[config.mk]
export PLATFORM = sky130hd
export DESIGN_NAME = page_frame_allocator_unit
export DESIGN_NICKNAME = d
export VERILOG_FILES = /design/src/sv/pfa_pkg.sv /design/src/sv/page_frame_allocator_unit.sv
export SDC_FILE = /design/constraint.sdc
export NUM_CORES = 2
export LEC_CHECK = 0
export BUFFER_PORTS_ARGS = -buffer_cell sky130_fd_sc_hd__buf_2
export CAP_MARGIN = 20
export CELL_PAD_IN_SITES_DETAIL_PLACEMENT = 0
export CELL_PAD_IN_SITES_GLOBAL_PLACEMENT = 1
export CORE_MARGIN = 8
export CORE_UTILIZATION = 56
export DETAILED_ROUTE_END_ITERATION = 8
export HOLD_SLACK_MARGIN = 0.05
export MAX_ROUTING_LAYER = met4
export PLACE_DENSITY_LB_ADDON = 0.1
export SYNTH_ARGS = -nofsm -noshare
export SYNTH_HDL_FRONTEND = slang
export SYNTH_SLANG_ARGS = --single-unit
[constraint.sdc]
create_clock -name i_clk -period 11.95 [get_ports i_clk]
set_clock_uncertainty 0.15 [all_clocks]
set_input_delay 0.5975 -clock i_clk [delete_from_list [all_inputs] [get_ports i_clk]]
set_output_delay 0.5975 -clock i_clk [all_outputs]
set_load 0.005 [all_outputs]
[src/sv/pfa_pkg.sv]
`default_nettype none

package pfa_pkg;

    localparam int WORD_W          = 32;
    localparam int DEF_PAGE_COUNT  = 1024;
    localparam int DEF_PAGE_OFS_W  = 12;
    localparam logic [31:0] BASE_RESET = 32'h0040_0000;

    localparam logic [1:0] ST_DONE    = 2'd0;
    localparam logic [1:0] ST_FULL    = 2'd1;
    localparam logic [1:0] ST_OUTSIDE = 2'd2;

    localparam logic KIND_ALLOC = 1'b0;
    localparam logic KIND_FREE  = 1'b1;

    function automatic logic [4:0] first_zero(input logic [WORD_W-1:0] w);
        logic [4:0] pos;
        pos = '0;
        for (int i = WORD_W - 1; i >= 0; i--) begin
            if (!w[i]) begin
                pos = 5'(i);
            end
        end
        return pos;
    endfunction

endpackage

`default_nettype wire

[src/sv/page_frame_allocator_unit.sv]
`default_nettype none

// Channel    Dir  Bits                                    Handshake
// s (item)   in   tuser[0]=kind, tdata[31:0]=free_address  i_s_tvalid / o_s_tready
// m (result) out  tdata[31:0]=page_address, tuser[1:0]=status  o_m_tvalid / i_m_tready
// cfg        in   i_cfg_wdata[31:0]=pool_base             i_cfg_we
//
// Allocate steps: accept, top-level search, summary-word read, used-word
// read-modify-write. Free steps: accept, offset check with both reads, write-back.
// After reset a clearing pass zeroes both memories;
// o_s_tready stays low until it ends.
// A full output register stalls the final step; a new item is taken while a result waits.

module page_frame_allocator_unit
    import pfa_pkg::*;
#(
    parameter int PAGE_COUNT = DEF_PAGE_COUNT,
    parameter int PAGE_OFS_W = DEF_PAGE_OFS_W
) (
    input  wire         i_clk,
    input  wire         i_rst_n,
    input  wire         i_s_tvalid,
    output logic        o_s_tready,
    input  wire  [31:0] i_s_tdata,   // [31:0] free_address
    input  wire  [0:0]  i_s_tuser,   // [0] kind
    output logic        o_m_tvalid,
    input  wire         i_m_tready,
    output logic [31:0] o_m_tdata,   // [31:0] page_address
    output logic [1:0]  o_m_tuser,   // [1:0] status
    input  wire         i_cfg_we,
    input  wire  [31:0] i_cfg_wdata
);

    localparam int NROWS  = (PAGE_COUNT + WORD_W - 1) / WORD_W;
    localparam int NSUM   = (NROWS + WORD_W - 1) / WORD_W;
    localparam int ROW_W  = (NROWS > 1) ? $clog2(NROWS) : 1;
    localparam int SUM_W  = (NSUM > 1) ? $clog2(NSUM) : 1;
    localparam int PIDX_W = 10 + SUM_W;
    localparam int UK     = PAGE_COUNT - (NROWS - 1) * WORD_W;
    localparam int SK     = NROWS - (NSUM - 1) * WORD_W;
    localparam logic [WORD_W-1:0] UPAD = (UK == WORD_W) ? '0 : ~((32'd1 << UK) - 32'd1);
    localparam logic [WORD_W-1:0] SPAD = (SK == WORD_W) ? '0 : ~((32'd1 << SK) - 32'd1);

    localparam logic [2:0] S_CLR  = 3'd0;
    localparam logic [2:0] S_IDLE = 3'd1;
    localparam logic [2:0] S_A0   = 3'd2;
    localparam logic [2:0] S_A1   = 3'd3;
    localparam logic [2:0] S_A2   = 3'd4;
    localparam logic [2:0] S_F0   = 3'd5;
    localparam logic [2:0] S_F1   = 3'd6;

    logic [WORD_W-1:0] mem_used [NROWS];
    logic [WORD_W-1:0] mem_sum  [NSUM];

    logic [2:0]        r_state, n_state;
    logic [ROW_W-1:0]  r_clr, n_clr;
    logic [NSUM-1:0]   r_top, n_top;
    logic [31:0]       r_base;
    logic [31:0]       r_addr;
    logic [PIDX_W-1:0] r_pidx, n_pidx;
    logic              r_ovalid, n_ovalid;
    logic [31:0]       r_oaddr, n_oaddr;
    logic [1:0]        r_ostat, n_ostat;
    logic [WORD_W-1:0] r_u_rd, r_s_rd;

    logic              w_u_we, w_u_re, w_s_we, w_s_re;
    logic [ROW_W-1:0]  w_u_wa, w_u_ra;
    logic [SUM_W-1:0]  w_s_wa, w_s_ra;
    logic [WORD_W-1:0] w_u_wd, w_s_wd;

    logic              w_room;
    logic [SUM_W-1:0]  w_top_pos;
    logic [SUM_W-1:0]  w_s;
    logic [4:0]        w_sb, w_b, w_a1_sb;
    logic [ROW_W-1:0]  w_row;
    logic [SUM_W+4:0]  w_a1_row;
    logic [WORD_W-1:0] w_upad, w_spad, w_a1_spad;
    logic [WORD_W-1:0] w_new_used, w_new_sum;
    logic [31:0]       w_offset, w_fidx;
    logic [PIDX_W-1:0] w_apidx;

    always_comb begin
        w_top_pos = '0;
        for (int i = NSUM - 1; i >= 0; i--) begin
            if (!r_top[i]) begin
                w_top_pos = SUM_W'(i);
            end
        end
    end

    assign w_room    = !r_ovalid || i_m_tready;
    assign w_s       = r_pidx[10 +: SUM_W];
    assign w_sb      = r_pidx[9:5];
    assign w_row     = r_pidx[5 +: ROW_W];
    assign w_upad    = (w_row == ROW_W'(NROWS - 1)) ? UPAD : '0;
    assign w_spad    = (w_s == SUM_W'(NSUM - 1)) ? SPAD : '0;
    assign w_a1_spad = w_spad;
    assign w_a1_sb   = first_zero(r_s_rd | w_a1_spad);
    assign w_a1_row  = {w_s, w_a1_sb};
    assign w_b       = first_zero(r_u_rd | w_upad);
    assign w_apidx   = {w_s, w_sb, w_b};
    assign w_offset  = r_addr - r_base;
    assign w_fidx    = w_offset >> PAGE_OFS_W;

    always_comb begin
        n_state    = r_state;
        n_clr      = r_clr;
        n_top      = r_top;
        n_pidx     = r_pidx;
        n_ovalid   = r_ovalid && !i_m_tready;
        n_oaddr    = r_oaddr;
        n_ostat    = r_ostat;
        w_u_we     = 1'b0;
        w_u_re     = 1'b0;
        w_s_we     = 1'b0;
        w_s_re     = 1'b0;
        w_u_wa     = w_row;
        w_u_ra     = w_row;
        w_s_wa     = w_s;
        w_s_ra     = w_s;
        w_u_wd     = '0;
        w_s_wd     = '0;
        w_new_used = r_u_rd | (32'd1 << w_b);
        w_new_sum  = r_s_rd | (32'd1 << w_sb);
        o_s_tready = (r_state == S_IDLE);

        case (r_state)
            S_CLR: begin
                w_u_we = 1'b1;
                w_u_wa = r_clr;
                if ({1'b0, r_clr} < (ROW_W + 1)'(NSUM)) begin
                    w_s_we = 1'b1;
                    w_s_wa = r_clr[SUM_W-1:0];
                end
                if (r_clr == ROW_W'(NROWS - 1)) begin
                    n_state = S_IDLE;
                end else begin
                    n_clr = r_clr + ROW_W'(1);
                end
            end
            S_IDLE: begin
                if (i_s_tvalid) begin
                    n_state = (i_s_tuser[0] == KIND_FREE) ? S_F0 : S_A0;
                end
            end
            S_A0: begin
                if (&r_top) begin
                    if (w_room) begin
                        n_ovalid = 1'b1;
                        n_oaddr  = '0;
                        n_ostat  = ST_FULL;
                        n_state  = S_IDLE;
                    end
                end else begin
                    w_s_re = 1'b1;
                    w_s_ra = w_top_pos;
                    n_pidx = '0;
                    n_pidx[10 +: SUM_W] = w_top_pos;
                    n_state = S_A1;
                end
            end
            S_A1: begin
                w_u_re     = 1'b1;
                w_u_ra     = w_a1_row[ROW_W-1:0];
                n_pidx[9:5] = w_a1_sb;
                n_state    = S_A2;
            end
            S_A2: begin
                if (w_room) begin
                    w_u_we = 1'b1;
                    w_u_wd = w_new_used;
                    if ((w_new_used | w_upad) == '1) begin
                        w_s_we = 1'b1;
                        w_s_wd = w_new_sum;
                        if ((w_new_sum | w_spad) == '1) begin
                            n_top[w_s] = 1'b1;
                        end
                    end
                    n_pidx   = w_apidx;
                    n_ovalid = 1'b1;
                    n_oaddr  = r_base + (32'(w_apidx) << PAGE_OFS_W);
                    n_ostat  = ST_DONE;
                    n_state  = S_IDLE;
                end
            end
            S_F0: begin
                if (w_fidx >= 32'(PAGE_COUNT)) begin
                    if (w_room) begin
                        n_ovalid = 1'b1;
                        n_oaddr  = '0;
                        n_ostat  = ST_OUTSIDE;
                        n_state  = S_IDLE;
                    end
                end else begin
                    n_pidx = w_fidx[PIDX_W-1:0];
                    w_u_re = 1'b1;
                    w_u_ra = w_fidx[5 +: ROW_W];
                    w_s_re = 1'b1;
                    w_s_ra = w_fidx[10 +: SUM_W];
                    n_state = S_F1;
                end
            end
            S_F1: begin
                if (w_room) begin
                    w_u_we     = 1'b1;
                    w_u_wd     = r_u_rd & ~(32'd1 << r_pidx[4:0]);
                    w_s_we     = 1'b1;
                    w_s_wd     = r_s_rd & ~(32'd1 << w_sb);
                    n_top[w_s] = 1'b0;
                    n_ovalid   = 1'b1;
                    n_oaddr    = '0;
                    n_ostat    = ST_DONE;
                    n_state    = S_IDLE;
                end
            end
            default: begin
                n_state = S_IDLE;
            end
        endcase
    end

    always_ff @(posedge i_clk) begin
        if (w_u_we) begin
            mem_used[w_u_wa] <= w_u_wd;
        end
        if (w_u_re) begin
            r_u_rd <= mem_used[w_u_ra];
        end
    end

    always_ff @(posedge i_clk) begin
        if (w_s_we) begin
            mem_sum[w_s_wa] <= w_s_wd;
        end
        if (w_s_re) begin
            r_s_rd <= mem_sum[w_s_ra];
        end
    end

    always_ff @(posedge i_clk) begin
        if (!i_rst_n) begin
            r_state  <= S_CLR;
            r_clr    <= '0;
            r_top    <= '0;
            r_base   <= BASE_RESET;
            r_ovalid <= 1'b0;
        end else begin
            r_state  <= n_state;
            r_clr    <= n_clr;
            r_top    <= n_top;
            r_ovalid <= n_ovalid;
            if (i_cfg_we) begin
                r_base <= i_cfg_wdata;
            end
        end
    end

    always_ff @(posedge i_clk) begin
        r_pidx  <= n_pidx;
        r_oaddr <= n_oaddr;
        r_ostat <= n_ostat;
        if (o_s_tready && i_s_tvalid) begin
            r_addr <= i_s_tdata;
        end
    end

    assign o_m_tvalid = r_ovalid;
    assign o_m_tdata  = r_oaddr;
    assign o_m_tuser  = r_ostat;

endmodule

`default_nettype wire
==> flow_metrics.env <==
export IMPL_ir_drop_uv=133
export IMPL_grt_pass1_wl_mm=222
export IMPL_final_antenna_net_count=0
export IMPL_synth_edff_count=1197
export IMPL_ys_async_sr_fraction_pct=0
export IMPL_fin_area_sq_um=60200
export IMPL_crit_required_ns=12.29
export IMPL_io_pins=106
export IMPL_synth_cell_types=89
export IMPL_worstHoldPathType="input port to flip-flop"
export IMPL_slew_headroom_pct=21.7
export IMPL_antenna_found_initial=4
export IMPL_crit_path_max_fanout=55
export IMPL_fin_setup_tns_ns=0
export IMPL_ctsResizeCount=0
export IMPL_syn_to_final_growth_pct=13.8
export IMPL_clkPwrFrac_pct=44.2
export IMPL_start_util_pct=56.6
export IMPL_max_clock_freq_ghz=0.147
export IMPL_p_int_mw=7.09
export IMPL_clk_pin_slew_ns=0.06
export IMPL_status="finished clean"
export IMPL_cts_root_buf="clkbuf_16"
export IMPL_slew_violations=0
export IMPL_fin_crit_sh_pct=57.0
export IMPL_wl_per_cell_um=27.5
export IMPL_synth_area_per_cell_sq_um=13.3
export IMPL_p_leak_nw=20.9
export IMPL_row_count=112
export IMPL_drv_cap=0
export IMPL_dp_hpwl_mm=86.0
export IMPL_swShare_pct=20.5
export IMPL_viasPerCell=6.37
export IMPL_wl_mm=152
export IMPL_worst_pin_slew_ns=1.17
export IMPL_fillers=6987
export IMPL_grt_util_all_layers_pct=29.6
export IMPL_p_sw_mw=1.83
export IMPL_drive_gt1_share_pct=13.6
export IMPL_p_comb_share_pct=2.2
export IMPL_syn_inst=3983
export IMPL_yosys_warnings=0
export IMPL_drt_iter0_drc=4170
export IMPL_critPathKind="flip-flop to flip-flop"
export IMPL_first_pass_iters=6
export IMPL_ff2ff_path_depth=18
export IMPL_place_gp_congestion=0.934
export IMPL_floorplan_die_width_um=323
export IMPL_die_area_sq_um=105000
export IMPL_drc=0
export IMPL_setup_viol=0
export IMPL_grt_ovfl_total=0
export IMPL_cts_tree="built"
export IMPL_synth_ff_type="edfxtp_1"
export IMPL_io_buffers=105
export IMPL_rsz0062_at_grt="false"
export IMPL_ys_seq_area_share_pct=69.6
export IMPL_synth_nets=4095
export IMPL_numCtsBuffers=130
export IMPL_power_density_nw_per_um2=148
export IMPL_hold_depth=3
export IMPL_die_h_um=323
export IMPL_htree_levels=4
export IMPL_grt_max_degree=135
export IMPL_power_share_sequential_pct=53.6
export IMPL_core_sq_um=93500
export IMPL_hold_viol_final=0
export IMPL_ys_ff_latch=1239
export IMPL_worstPathArrival_ns=7.15
export IMPL_cts_num_sinks=1239
export IMPL_cp_start_kind="flip-flop"
export IMPL_end_kind="flip-flop"
export IMPL_clk_insertion_delay_late_ns=0.75
export IMPL_syn_cell_area_sq_um=52900
export IMPL_period_needed_ns=6.81
export IMPL_fin_nets=4278
export IMPL_detailed_place_area_sq_um=55300
export IMPL_num_vias=35203
export IMPL_whs_ns=0.122
export IMPL_grt_pass1_vias=33495
export IMPL_clock_path_buffers=3
[cell usage after synthesis (32+ instances only)]
cell type	instances	area (sq um)
nand3_1	230	1150
buf_2	94	470
mux2i_1	131	1310
inv_1	126	473
nand4_1	54	338
o2111ai_1	49	429
nand2_1	692	2600
nor2_1	166	623
ha_1	42	526
dfxtp_1	42	841
edfxtp_1	1197	35900
a21oi_1	119	596
nor2b_1	42	263
o211ai_1	45	338
a32oi_1	101	885
clkbuf_1	105	394
nor4_2	32	400
a31oi_1	35	219
o21a_1	84	631
o21ai_0	130	651
a211oi_1	82	616
[placed cells by master (no fill, tap or decap), types with 100 or more instances in the layout]
cell / netlist / layout
a21oi_1: 119 / 114
a32oi_1: 101 / 100
buf_2: 94 / 106
buf_4: 10 / 104
clkbuf_16: 0 / 133
edfxtp_1: 1197 / 1197
inv_1: 126 / 126
mux2i_1: 131 / 131
nand2_1: 692 / 690
nand3_1: 230 / 230
nor2_1: 166 / 119
o21ai_0: 130 / 129
[routing by layer]
layer | wire (um) | GRT usage [%] | part of all wire [%] | vias to the layer above
met3 | 14500 | 4.90 | 9.6 | 282
met1 | 62200 | 40.9 | 41 | 17588
met4 | 4680 | 9.27 | 3.1 | 0
met2 | 70400 | 45.3 | 46 | 1781
met5 | 0 | - | 0 | -
li1 | - | - | - | 15552
[critical path, stage by stage (launching register included)]
cell and delay, ns:
dfxtp_1 0.39, inv_1 0.11, ha_1 0.38, a21oi_1 0.18, o21ai_1 0.12, a221oi_2 0.37
o21ai_1 0.13, a31oi_2 0.33, nor2_1 0.10, o311ai_1 0.46, and4_1 0.50, a211oi_4 0.11
buf_4 0.28, nor2_4 0.45, buf_4 0.66, nand2_1 0.65, buf_4 0.46, o211ai_1 0.50
nor4_2 0.06
[final timing paths]
| path | end | slack [ns] | from |
|---|---|---|---|
| worst max register to register | r_u_rd[1] | 5.14 | r_base[13] |
| worst max-delay path | r_u_rd[1] | 5.14 | r_base[13] |
| worst min-delay path | r_state[0] | 0.12 | i_s_tvalid |
| worst min register to register | r_s_rd[23] | 0.27 | mem_sum[0][23] |
[cell families after synthesis]
logic type,share of synthesized area (%)
compound gates,10.7
xor+xnor,0.480
fa+ha+maj,1.03
buf+inv,2.98
flops,69.6
mux,2.48
simple gates,12.7
[state kept, by name (all words and copies together), names as in the netlist, 3 cells and up, named ones only]
signal     flops
r_clr          5
r_addr        32
r_u_rd        32
r_pidx        11
mem_sum       32
mem_used    1024
r_s_rd        32
r_base        32
r_state        3
o_m_tdata     32
[timing repair]
item | in CTS | in global routing
endpoints found under the hold margin | 65 | 0
endpoints found under the setup margin | 0 | 0
hold buffers | 65 | 0
buffers inserted | 0 | 0
[power by group through the flow]
| stage | clock (mW) | sequential (mW) | combinational [mW] |
|---|---|---|---|
| after floorplan | 0 | 4.87 | 0.0997 |
| after global placement | 0 | 4.87 | 0.174 |
| after detailed placement | 0 | 4.87 | 0.175 |
| after CTS | 3.99 | 4.78 | 0.194 |
| after global routing | 4.16 | 4.78 | 0.210 |
| final | 3.95 | 4.78 | 0.195 |
[per-stage QoR]
step / cells / power (mW) / utilization [%] / setup WS (ns)
floorplan: 3983 / 4.97 / - / 5.75
global placement: 5215 / 5.05 / 59.1 / 5.35
detailed placement: 5216 / 5.05 / 59.1 / 5.31
CTS: 5515 / 8.97 / 64.3 / 5.26
global route: 5525 / 9.15 / 64.4 / 4.81
finish: 5525 / 8.93 / 64.4 / 5.14
[layout make-up]
class | instances | area [sq um] | share of cell area, %
repair buffers | 283 | 2100 | 3.48
clock buffers | 159 | 3440 | 5.71
inverters | 127 | 477 | 0.792
well taps | 1254 | 1570 | 2.61
flip-flops and latches | 1239 | 36800 | 61.1
clock inverters | 75 | 732 | 1.22
multi-input cells | 2385 | 15100 | 25.0
diodes | 3 | 7.51 | 0.0125
Note: power is estimated with default switching activity, not from simulation.
